==> src/sv/binary_length_prefix_deframer_macros.svh <==
// Assertion macros shared by the deframer RTL.
`ifndef BINARY_LENGTH_PREFIX_DEFRAMER_MACROS_SVH
`define BINARY_LENGTH_PREFIX_DEFRAMER_MACROS_SVH

// Same-cycle implication, sampled on clk, off while rst_n is low.
`define BLPD_ASSERT_IMP(lbl, a, b, msg) \
  lbl: assert property (@(posedge clk) disable iff (!rst_n) (a) |-> (b)) else $error(msg);

// Next-cycle implication, sampled on clk, off while rst_n is low.
`define BLPD_ASSERT_NXT(lbl, a, b, msg) \
  lbl: assert property (@(posedge clk) disable iff (!rst_n) (a) |=> (b)) else $error(msg);

`endif

==> src/sv/blpd_pkg.sv <==
// Types and constants shared by the length-prefixed deframer.
package blpd_pkg;

  localparam int unsigned ByteW = 8;
  localparam int unsigned WordW = 32;
  localparam int unsigned WordBytes = WordW / ByteW;
  localparam int unsigned CountW = $clog2(WordBytes);

  typedef enum logic [1:0] {
    PH_LENGTH = 2'd0,
    PH_IDENT  = 2'd1,
    PH_BODY   = 2'd2
  } phase_t;

  typedef struct packed {
    logic [WordW-1:0] message_id;
    logic [ByteW-1:0] body_byte;
    logic             last_of_message;
    logic             drop_flag;
  } result_t;

  // Registered input byte handed to the parser.
  typedef struct packed {
    logic             valid;
    logic [ByteW-1:0] data;
  } byte_stage_t;

  // Parser output toward the result register.
  typedef struct packed {
    logic    valid;
    result_t result;
  } result_stage_t;

endpackage

==> src/sv/blpd_if.sv <==
// Channel interfaces for the byte input and the result output.
interface blpd_in_if;
  logic                         valid;
  logic                         ready;
  logic [blpd_pkg::ByteW-1:0]   stream_byte;

  modport source(output valid, output stream_byte, input ready);
  modport sink(input valid, input stream_byte, output ready);
endinterface

interface blpd_out_if;
  logic                         valid;
  logic                         ready;
  logic [blpd_pkg::WordW-1:0]   message_id;
  logic [blpd_pkg::ByteW-1:0]   body_byte;
  logic                         last_of_message;
  logic                         drop_flag;

  modport source(output valid, output message_id, output body_byte,
                 output last_of_message, output drop_flag, input ready);
  modport sink(input valid, input message_id, input body_byte,
               input last_of_message, input drop_flag, output ready);
endinterface

==> src/sv/blpd_in_stage.sv <==
// Input register: holds one accepted byte until the parser consumes it.
module blpd_in_stage (
  input  logic                       clk,
  input  logic                       rst_n,
  input  logic                       in_valid,
  input  logic [blpd_pkg::ByteW-1:0] in_byte,
  input  logic                       advance,
  output logic                       in_ready,
  output blpd_pkg::byte_stage_t      stage
);

  logic                       valid_r;
  logic [blpd_pkg::ByteW-1:0] data_r;

  assign in_ready = !valid_r || advance;

  always_ff @(posedge clk) begin
    if (!rst_n) begin
      valid_r <= 1'b0;
    end else if (in_valid && in_ready) begin
      valid_r <= 1'b1;
    end else if (advance) begin
      valid_r <= 1'b0;
    end
  end

  always_ff @(posedge clk) begin
    if (in_valid && in_ready) begin
      data_r <= in_byte;
    end
  end

  assign stage.valid = valid_r;
  assign stage.data  = data_r;

endmodule

==> src/sv/blpd_parser.sv <==
// Frame parser: length, identifier and body phases, one byte per cycle if not stalled.
module blpd_parser (
  input  logic                    clk,
  input  logic                    rst_n,
  input  blpd_pkg::byte_stage_t   stage,
  input  logic                    take,
  output logic                    advance,
  output blpd_pkg::result_stage_t res
);

  localparam logic [blpd_pkg::CountW-1:0] LastCount =
    blpd_pkg::CountW'(blpd_pkg::WordBytes - 1);

  blpd_pkg::phase_t             phase_r, phase_nxt;
  logic [blpd_pkg::CountW-1:0]  count_r, count_nxt;
  logic [blpd_pkg::WordW-1:0]   len_r, len_nxt;
  logic [blpd_pkg::WordW-1:0]   rem_r, rem_nxt;
  logic [blpd_pkg::WordW-1:0]   id_r, id_nxt;

  logic                         last_field_byte;
  logic                         rem_last;
  logic [blpd_pkg::WordW-1:0]   len_shifted;

  assign last_field_byte = (count_r == LastCount);
  assign rem_last        = (rem_r == blpd_pkg::WordW'(1));
  assign len_shifted     = {len_r[blpd_pkg::WordW-blpd_pkg::ByteW-1:0], stage.data};

  // Consume the staged byte when it makes no result or the result register frees up.
  assign advance = stage.valid && (!res.valid || take);

  always_comb begin
    phase_nxt  = phase_r;
    count_nxt  = count_r;
    len_nxt    = len_r;
    rem_nxt    = rem_r;
    id_nxt     = id_r;
    res.valid  = 1'b0;
    res.result = '0;

    unique case (phase_r)
      blpd_pkg::PH_IDENT: begin
        id_nxt  = {id_r[blpd_pkg::WordW-blpd_pkg::ByteW-1:0], stage.data};
        rem_nxt = rem_r - blpd_pkg::WordW'(1);
        if (rem_last) begin
          // Payload ended inside the identifier: drop it.
          res.valid            = stage.valid;
          res.result.drop_flag = 1'b1;
          phase_nxt            = blpd_pkg::PH_LENGTH;
          count_nxt            = '0;
          len_nxt              = '0;
        end else if (last_field_byte) begin
          count_nxt = '0;
          phase_nxt = blpd_pkg::PH_BODY;
        end else begin
          count_nxt = count_r + blpd_pkg::CountW'(1);
        end
      end
      blpd_pkg::PH_BODY: begin
        rem_nxt                    = rem_r - blpd_pkg::WordW'(1);
        res.valid                  = stage.valid;
        res.result.message_id      = id_r;
        res.result.body_byte       = stage.data;
        res.result.last_of_message = rem_last;
        if (rem_last) begin
          phase_nxt = blpd_pkg::PH_LENGTH;
          count_nxt = '0;
          len_nxt   = '0;
        end
      end
      default: begin
        // Length field; an unused phase code is handled the same way.
        phase_nxt = blpd_pkg::PH_LENGTH;
        len_nxt   = len_shifted;
        if (last_field_byte) begin
          rem_nxt   = len_shifted;
          count_nxt = '0;
          len_nxt   = '0;
          if (len_shifted != '0) begin
            id_nxt    = '0;
            phase_nxt = blpd_pkg::PH_IDENT;
          end
        end else begin
          count_nxt = count_r + blpd_pkg::CountW'(1);
        end
      end
    endcase
  end

  always_ff @(posedge clk) begin
    if (!rst_n) begin
      phase_r <= blpd_pkg::PH_LENGTH;
      count_r <= '0;
      len_r   <= '0;
      rem_r   <= '0;
      id_r    <= '0;
    end else if (advance) begin
      phase_r <= phase_nxt;
      count_r <= count_nxt;
      len_r   <= len_nxt;
      rem_r   <= rem_nxt;
      id_r    <= id_nxt;
    end
  end

endmodule

==> src/sv/blpd_out_stage.sv <==
// Result register: holds one result until the downstream side takes it.
module blpd_out_stage (
  input  logic                    clk,
  input  logic                    rst_n,
  input  blpd_pkg::result_stage_t res,
  input  logic                    load,
  input  logic                    out_ready,
  output logic                    take,
  output logic                    out_valid,
  output blpd_pkg::result_t       out_result
);

  logic              valid_r;
  blpd_pkg::result_t result_r;

  assign take = !valid_r || out_ready;

  always_ff @(posedge clk) begin
    if (!rst_n) begin
      valid_r <= 1'b0;
    end else if (load && res.valid) begin
      valid_r <= 1'b1;
    end else if (out_ready) begin
      valid_r <= 1'b0;
    end
  end

  always_ff @(posedge clk) begin
    if (load && res.valid) begin
      result_r <= res.result;
    end
  end

  assign out_valid  = valid_r;
  assign out_result = result_r;

endmodule

==> src/sv/binary_length_prefix_deframer.sv <==
// Top level of the length-prefixed byte-stream deframer.
//
//   channel   direction  transaction payload
//   in_chan   sink       stream_byte (8)
//   out_chan  source     message_id (32), body_byte (8), last_of_message, drop_flag
//
// One byte per cycle while results are taken: input register, combinational parse logic,
// result register. An accepted byte waits in the input register, and its result is then
// loaded into the result register, from which the result transaction is made.
// Reset (rst_n low, synchronous) empties both registers and returns to the length phase.
// A stalled result holds the parser only while the staged byte makes a result; bytes
// that make none keep flowing, and in_chan.ready drops while a result-making byte waits.
`include "binary_length_prefix_deframer_macros.svh"

module binary_length_prefix_deframer (
  input logic        clk,
  input logic        rst_n,
  blpd_in_if.sink    in_chan,
  blpd_out_if.source out_chan
);

  blpd_pkg::byte_stage_t   stage;
  blpd_pkg::result_stage_t res;
  blpd_pkg::result_t       out_result;
  logic                    advance;
  logic                    take;
  logic                    drop_rest_zero;

  // Hold the byte until the parser can advance.
  blpd_in_stage u_in_stage (
    .clk      (clk),
    .rst_n    (rst_n),
    .in_valid (in_chan.valid),
    .in_byte  (in_chan.stream_byte),
    .advance  (advance),
    .in_ready (in_chan.ready),
    .stage    (stage)
  );

  // Advance the frame state once per consumed byte.
  blpd_parser u_parser (
    .clk     (clk),
    .rst_n   (rst_n),
    .stage   (stage),
    .take    (take),
    .advance (advance),
    .res     (res)
  );

  // Load a result whenever the parser advances with one.
  blpd_out_stage u_out_stage (
    .clk        (clk),
    .rst_n      (rst_n),
    .res        (res),
    .load       (advance),
    .out_ready  (out_chan.ready),
    .take       (take),
    .out_valid  (out_chan.valid),
    .out_result (out_result)
  );

  assign out_chan.message_id      = out_result.message_id;
  assign out_chan.body_byte       = out_result.body_byte;
  assign out_chan.last_of_message = out_result.last_of_message;
  assign out_chan.drop_flag       = out_result.drop_flag;

  assign drop_rest_zero = (out_chan.message_id == '0) && (out_chan.body_byte == '0) &&
                          !out_chan.last_of_message;

  // A consumed byte with a result must show up at the output next cycle.
  `BLPD_ASSERT_NXT(a_result_lands, advance && res.valid, out_chan.valid, "result lost")
  // A drop result carries nothing else.
  `BLPD_ASSERT_IMP(a_drop_clean, out_chan.valid && out_chan.drop_flag, drop_rest_zero, "drop result not clean")
  // Back-pressure at the input only when a byte is already waiting.
  `BLPD_ASSERT_IMP(a_ready_low_full, !in_chan.ready, stage.valid && !advance, "input stalled while empty")

endmodule
==> src/flat_wrapper.sv <==
// flat-port wrapper written by rule: the top's interface ports become plain ports
module binary_length_prefix_deframer_flat 
  (clk, rst_n, in_chan_valid, in_chan_stream_byte, in_chan_ready, out_chan_valid, out_chan_message_id, out_chan_body_byte, out_chan_last_of_message, out_chan_drop_flag, out_chan_ready);
  blpd_in_if in_chan_i ();
  blpd_out_if out_chan_i ();
  input logic clk;
  input logic rst_n;
  input wire logic [$bits(in_chan_i.valid)-1:0] in_chan_valid;
  input wire logic [$bits(in_chan_i.stream_byte)-1:0] in_chan_stream_byte;
  output wire logic [$bits(in_chan_i.ready)-1:0] in_chan_ready;
  output wire logic [$bits(out_chan_i.valid)-1:0] out_chan_valid;
  output wire logic [$bits(out_chan_i.message_id)-1:0] out_chan_message_id;
  output wire logic [$bits(out_chan_i.body_byte)-1:0] out_chan_body_byte;
  output wire logic [$bits(out_chan_i.last_of_message)-1:0] out_chan_last_of_message;
  output wire logic [$bits(out_chan_i.drop_flag)-1:0] out_chan_drop_flag;
  input wire logic [$bits(out_chan_i.ready)-1:0] out_chan_ready;
  assign in_chan_i.valid = in_chan_valid;
  assign in_chan_i.stream_byte = in_chan_stream_byte;
  assign in_chan_ready = in_chan_i.ready;
  assign out_chan_valid = out_chan_i.valid;
  assign out_chan_message_id = out_chan_i.message_id;
  assign out_chan_body_byte = out_chan_i.body_byte;
  assign out_chan_last_of_message = out_chan_i.last_of_message;
  assign out_chan_drop_flag = out_chan_i.drop_flag;
  assign out_chan_i.ready = out_chan_ready;
  binary_length_prefix_deframer u_core (.clk(clk), .rst_n(rst_n), .in_chan(in_chan_i), .out_chan(out_chan_i));
endmodule
==> config.mk <==
export PLATFORM = sky130hd
export DESIGN_NAME = binary_length_prefix_deframer_flat
export DESIGN_NICKNAME = d
export VERILOG_FILES = /design/src/sv/blpd_pkg.sv /design/src/sv/blpd_if.sv /design/src/sv/blpd_in_stage.sv /design/src/sv/blpd_parser.sv /design/src/sv/blpd_out_stage.sv /design/src/sv/binary_length_prefix_deframer.sv /design/src/flat_wrapper.sv
export VERILOG_INCLUDE_DIRS = /design/src /design/src/sv
export SDC_FILE = /design/constraint.sdc
export NUM_CORES = 1
export LEC_CHECK = 0
export BUFFER_PORTS_ARGS = -buffer_cell sky130_fd_sc_hd__buf_2
export CELL_PAD_IN_SITES_DETAIL_PLACEMENT = 1
export CELL_PAD_IN_SITES_GLOBAL_PLACEMENT = 1
export CORE_MARGIN = 1.5
export CORE_UTILIZATION = 50
export DETAILED_ROUTE_END_ITERATION = 8
export PLACE_DENSITY_LB_ADDON = 0.3
export SETUP_SLACK_MARGIN = 0.5
export SLEW_MARGIN = 30
export SYNTH_ARGS = -nofsm -noshare
export SYNTH_HDL_FRONTEND = slang
export SYNTH_SLANG_ARGS = --single-unit
==> constraint.sdc <==
create_clock -name clk -period 6.69 [get_ports clk]
set_input_delay 1.338 -clock clk [delete_from_list [all_inputs] [get_ports clk]]
set_output_delay 1.338 -clock clk [all_outputs]
set_load 0.005 [all_outputs]
==> flow_metrics.py <==
metrics = {
    "floorplanning": {
        "row_count": 42,
        "coreArea_um2": 13240,
        "num_io_pins": 56,
        "die_area_um2": 14230,
        "die_y_um": 119.3,
        "start_util": 0.5108,
        "die-width_um": 119.3,
    },
    "clock_tree": {
        "cts_buffer_depth": 2,
        "cts_setup_buffers": 0,
        "cts-root-buf": "clkbuf_16",
        "htreeDepth": 4,
        "numCtsBuffers": 17,
        "clk_pin_slew_worst_paths_ps": 60,
        "ctsHoldBuffers": 0,
        "cts_tree": "built",
        "clkSinkCount": 144,
        "cts-resized-gates": 0,
        "clk_latency_ps": 430,
    },
    "layout": {
        "fin_nets": 765,
        "n_fill_cell": 1517,
        "synthToLayoutAreaGrowth_pct": 11.78,
        "diodes": 0,
        "drive_above_1_share": 0.1393,
    },
    "logic_synthesis": {
        "synth_fp_nets": 745,
        "seq_area_frac_synth": 0.5002,
        "synth_area_um2": 6764,
        "ys_ff_latch": 144,
        "yosys.area.top_type": "dfxtp_1",
        "ys.flop_type": "dfxtp_1",
        "yosys.area.top_type_share": 0.2782,
        "syn_inst": 728,
        "synth.distinct_cells": 59,
        "yosysWarnings": 0,
        "synth_edf_count": 50,
        "ys_async_sr_fraction": 0,
        "synthTopCellsByArea": "dfxtp_1 (28%), edfxtp_1 (22%), nand2_1 (6.5%)",
        "synth.avg_cell_area_um2": 9.291,
    },
    "timing": {
        "holdWs_ps": 459.9,
        "fmax_ghz": 0.2278,
        "setup_viol": 0,
        "finalCriticalPeriod_ps": 4389,
        "slew_headroom": 0.4204,
        "skew_ps": 12.43,
        "rsz0062_at_grt": "no",
        "drv_slew": 0,
        "totalNegativeSetupSlack_ps": 0,
        "period_share": 0.6561,
        "hold_viol": 0,
        "worst_pin_slew_ps": 857.3,
    },
    "drt": {
        "routed_wirelength_um": 19880,
        "viasPerCell": 6.062,
        "vias": 5680,
        "drt-pass1-iter-count": 5,
        "post-route-drc-count": 0,
        "drt_iter0_drc": 423,
        "ant_nets": 0,
        "wl_per_cell_um": 21.21,
    },
    "grt": {
        "grt_max_degree": 89,
        "grt_use_total": 0.2910,
        "grt_pass1_vias": 5824,
        "antenna_found_initial": 0,
        "grt_pass1_wl_um": 32020,
        "gr-total-overflow": 0,
    },
    "pwr": {
        "p_per_area_nw_per_um2": 239.6,
        "clockPowerShare": 0.464,
        "p_switching_w": 0.0004211,
        "seqPwrFrac": 0.508,
        "p_leak_nw": 2.556,
        "ir_worst_vdd_mv": 0.1631,
        "sw_frac_of_total": 0.2324,
        "power_frac_comb": 0.028,
        "p_int_w": 0.001391,
    },
    "worst_hold_path": {
        "min_from": "u_core.u_parser.id_r[27]",
        "worstHoldPathType": "reg -> reg",
    },
    "worst_setup_path": {
        "slowest_delay_ps": 630,
        "critPathRequiredTime_ps": 5350,
        "critPathArrivalTime_ps": 3050,
        "reg2reg_from": "u_core.u_parser.phase_r[0]",
        "cp_slowest_cell": "buf_4",
        "crit_type": "reg -> out",
        "critPathMaxFanout": 88,
        "endpoint_kind": "output port",
        "cp-start-kind": "flip-flop",
        "path_cells": "inv_1 -> ha_2 -> buf_4 -> inv_1 -> nand2_1 -> nor2_1 -> nand2_1 -> buf_2",
        "worstSetupStartpoint": "u_core.u_parser.phase_r[0]",
    },
    "placement": {
        "hpwl_um": 12190,
        "gp_congestion": 0.7948,
        "portBuffers": 55,
    },
    "outcome": {
        "outcome": "finished, final reports clean",
    },
    "job": {
        "drv_cap": 0,
    },
}
==> area by class of cell <==
| class | count | area (um^2) | area share |
|---|---|---|---|
| inverters | 8 | 30.03 | 0.003972 |
| clock buffers | 20 | 436.7 | 0.05775 |
| well taps | 176 | 220.2 | 0.02912 |
| clock inverters | 12 | 72.57 | 0.009598 |
| flip-flops and latches | 144 | 3383 | 0.4475 |
| repair buffers | 63 | 357.8 | 0.04733 |
| multi-input cells | 514 | 3060 | 0.4048 |
==> power by group through the flow <==
stage               registers, W  logic [W]  clock network, W
floorplan               0.000932  0.0000395                 0
global placement        0.000939  0.0000468                 0
detailed placement      0.000939  0.0000492                 0
CTS                     0.000921  0.0000500          0.000849
global route            0.000922  0.0000552          0.000885
finish                  0.000921  0.0000505          0.000840
==> cell usage in the layout (no fill, tap or decap), types with 8 or more instances in the layout <==
cell type and count:
buf_2 54, a21oi_1 15, nor3_1 10, and2_1 42
o21ai_0 48, dfxtp_1 94, buf_4 8, edfxtp_1 50
nor4_1 13, or4_1 8, clkbuf_16 17, nand3_1 38
mux2i_1 33, nand2_1 117, a21boi_0 24, nand4_1 30
o21ai_1 18, nor2_1 33, inv_1 8
==> stage by stage <==
stage                 util  power (W)  worst slack [ps]  cell area (um^2)  instances
floorplan                -  0.0009718              2680              6764        728
global placement    0.5301  0.0009856              3007              7020        904
detailed placement  0.5325  0.0009882              2844              7052        905
CTS                 0.5710   0.001819              2347              7561        937
global route        0.5710   0.001862              2177              7561        937
finish              0.5710   0.001812              2301              7561        937
==> final timing paths <==
| path | to | slack [ps] | depth (start not counted) |
|---|---|---|---|
| max | in_chan_ready | 2300 | 8 |
| min | u_core.u_parser.id_r[27] | 460 | 2 |
| max reg2reg | u_core.u_parser.id_r[8] | 3060 | 9 |
| min reg2reg | u_core.u_parser.id_r[27] | 460 | 2 |
==> synthesized netlist by cell type, types with 15 or more instances <==
cell	n
edfxtp_1	50
nand2_1	118
dfxtp_1	94
nand4_1	30
a21oi_1	15
nand3_1	38
o21ai_0	48
clkbuf_1	37
nor2_1	34
buf_2	16
and2_1	43
mux2i_1	33
o21ai_1	18
a21boi_0	24
==> routing by layer <==
metal	vias to the layer above	GRT usage	part of all wire
met5	-	0	0
met4	0	0.1190	0.030
met3	48	0.06849	0.047
met2	177	0.4921	0.51
met1	2803	0.3581	0.42
li1	2652	-	-
==> critical path: cells and delay by family, from the launching register on <==
kind	cells	cell delay [ps]
adders and majority gates	1	310
buffers and inverters	4	1350
and+or+nand+nor	3	520
DFF	1	380
==> cell families (layout without fill, tap and decap cells) <==
family          Yosys count  count (layout)  synth area share
simple gates            322             322            0.2425
compound gates          153             153            0.1482
flops                   144             144            0.5002
buf+inv                  70             103           0.04939
mux                      34              34           0.05050
fa+ha+maj                 5               5          0.009249
==> flip-flops by register name, indices dropped and copies added, names as in the netlist <==
signal and flops:
u_core.u_parser.phase_r 2, u_core.u_parser.count_r 2, u_core.u_out_stage.out_result 42, u_core.u_parser.rem_r 32, u_core.u_out_stage.out_valid 1, u_core.u_parser.len_r 24, u_core.u_parser.id_r 32, u_core.u_in_stage.valid_r 1
u_core.u_in_stage.data_r 8
Power figures use the tool's default switching activity.
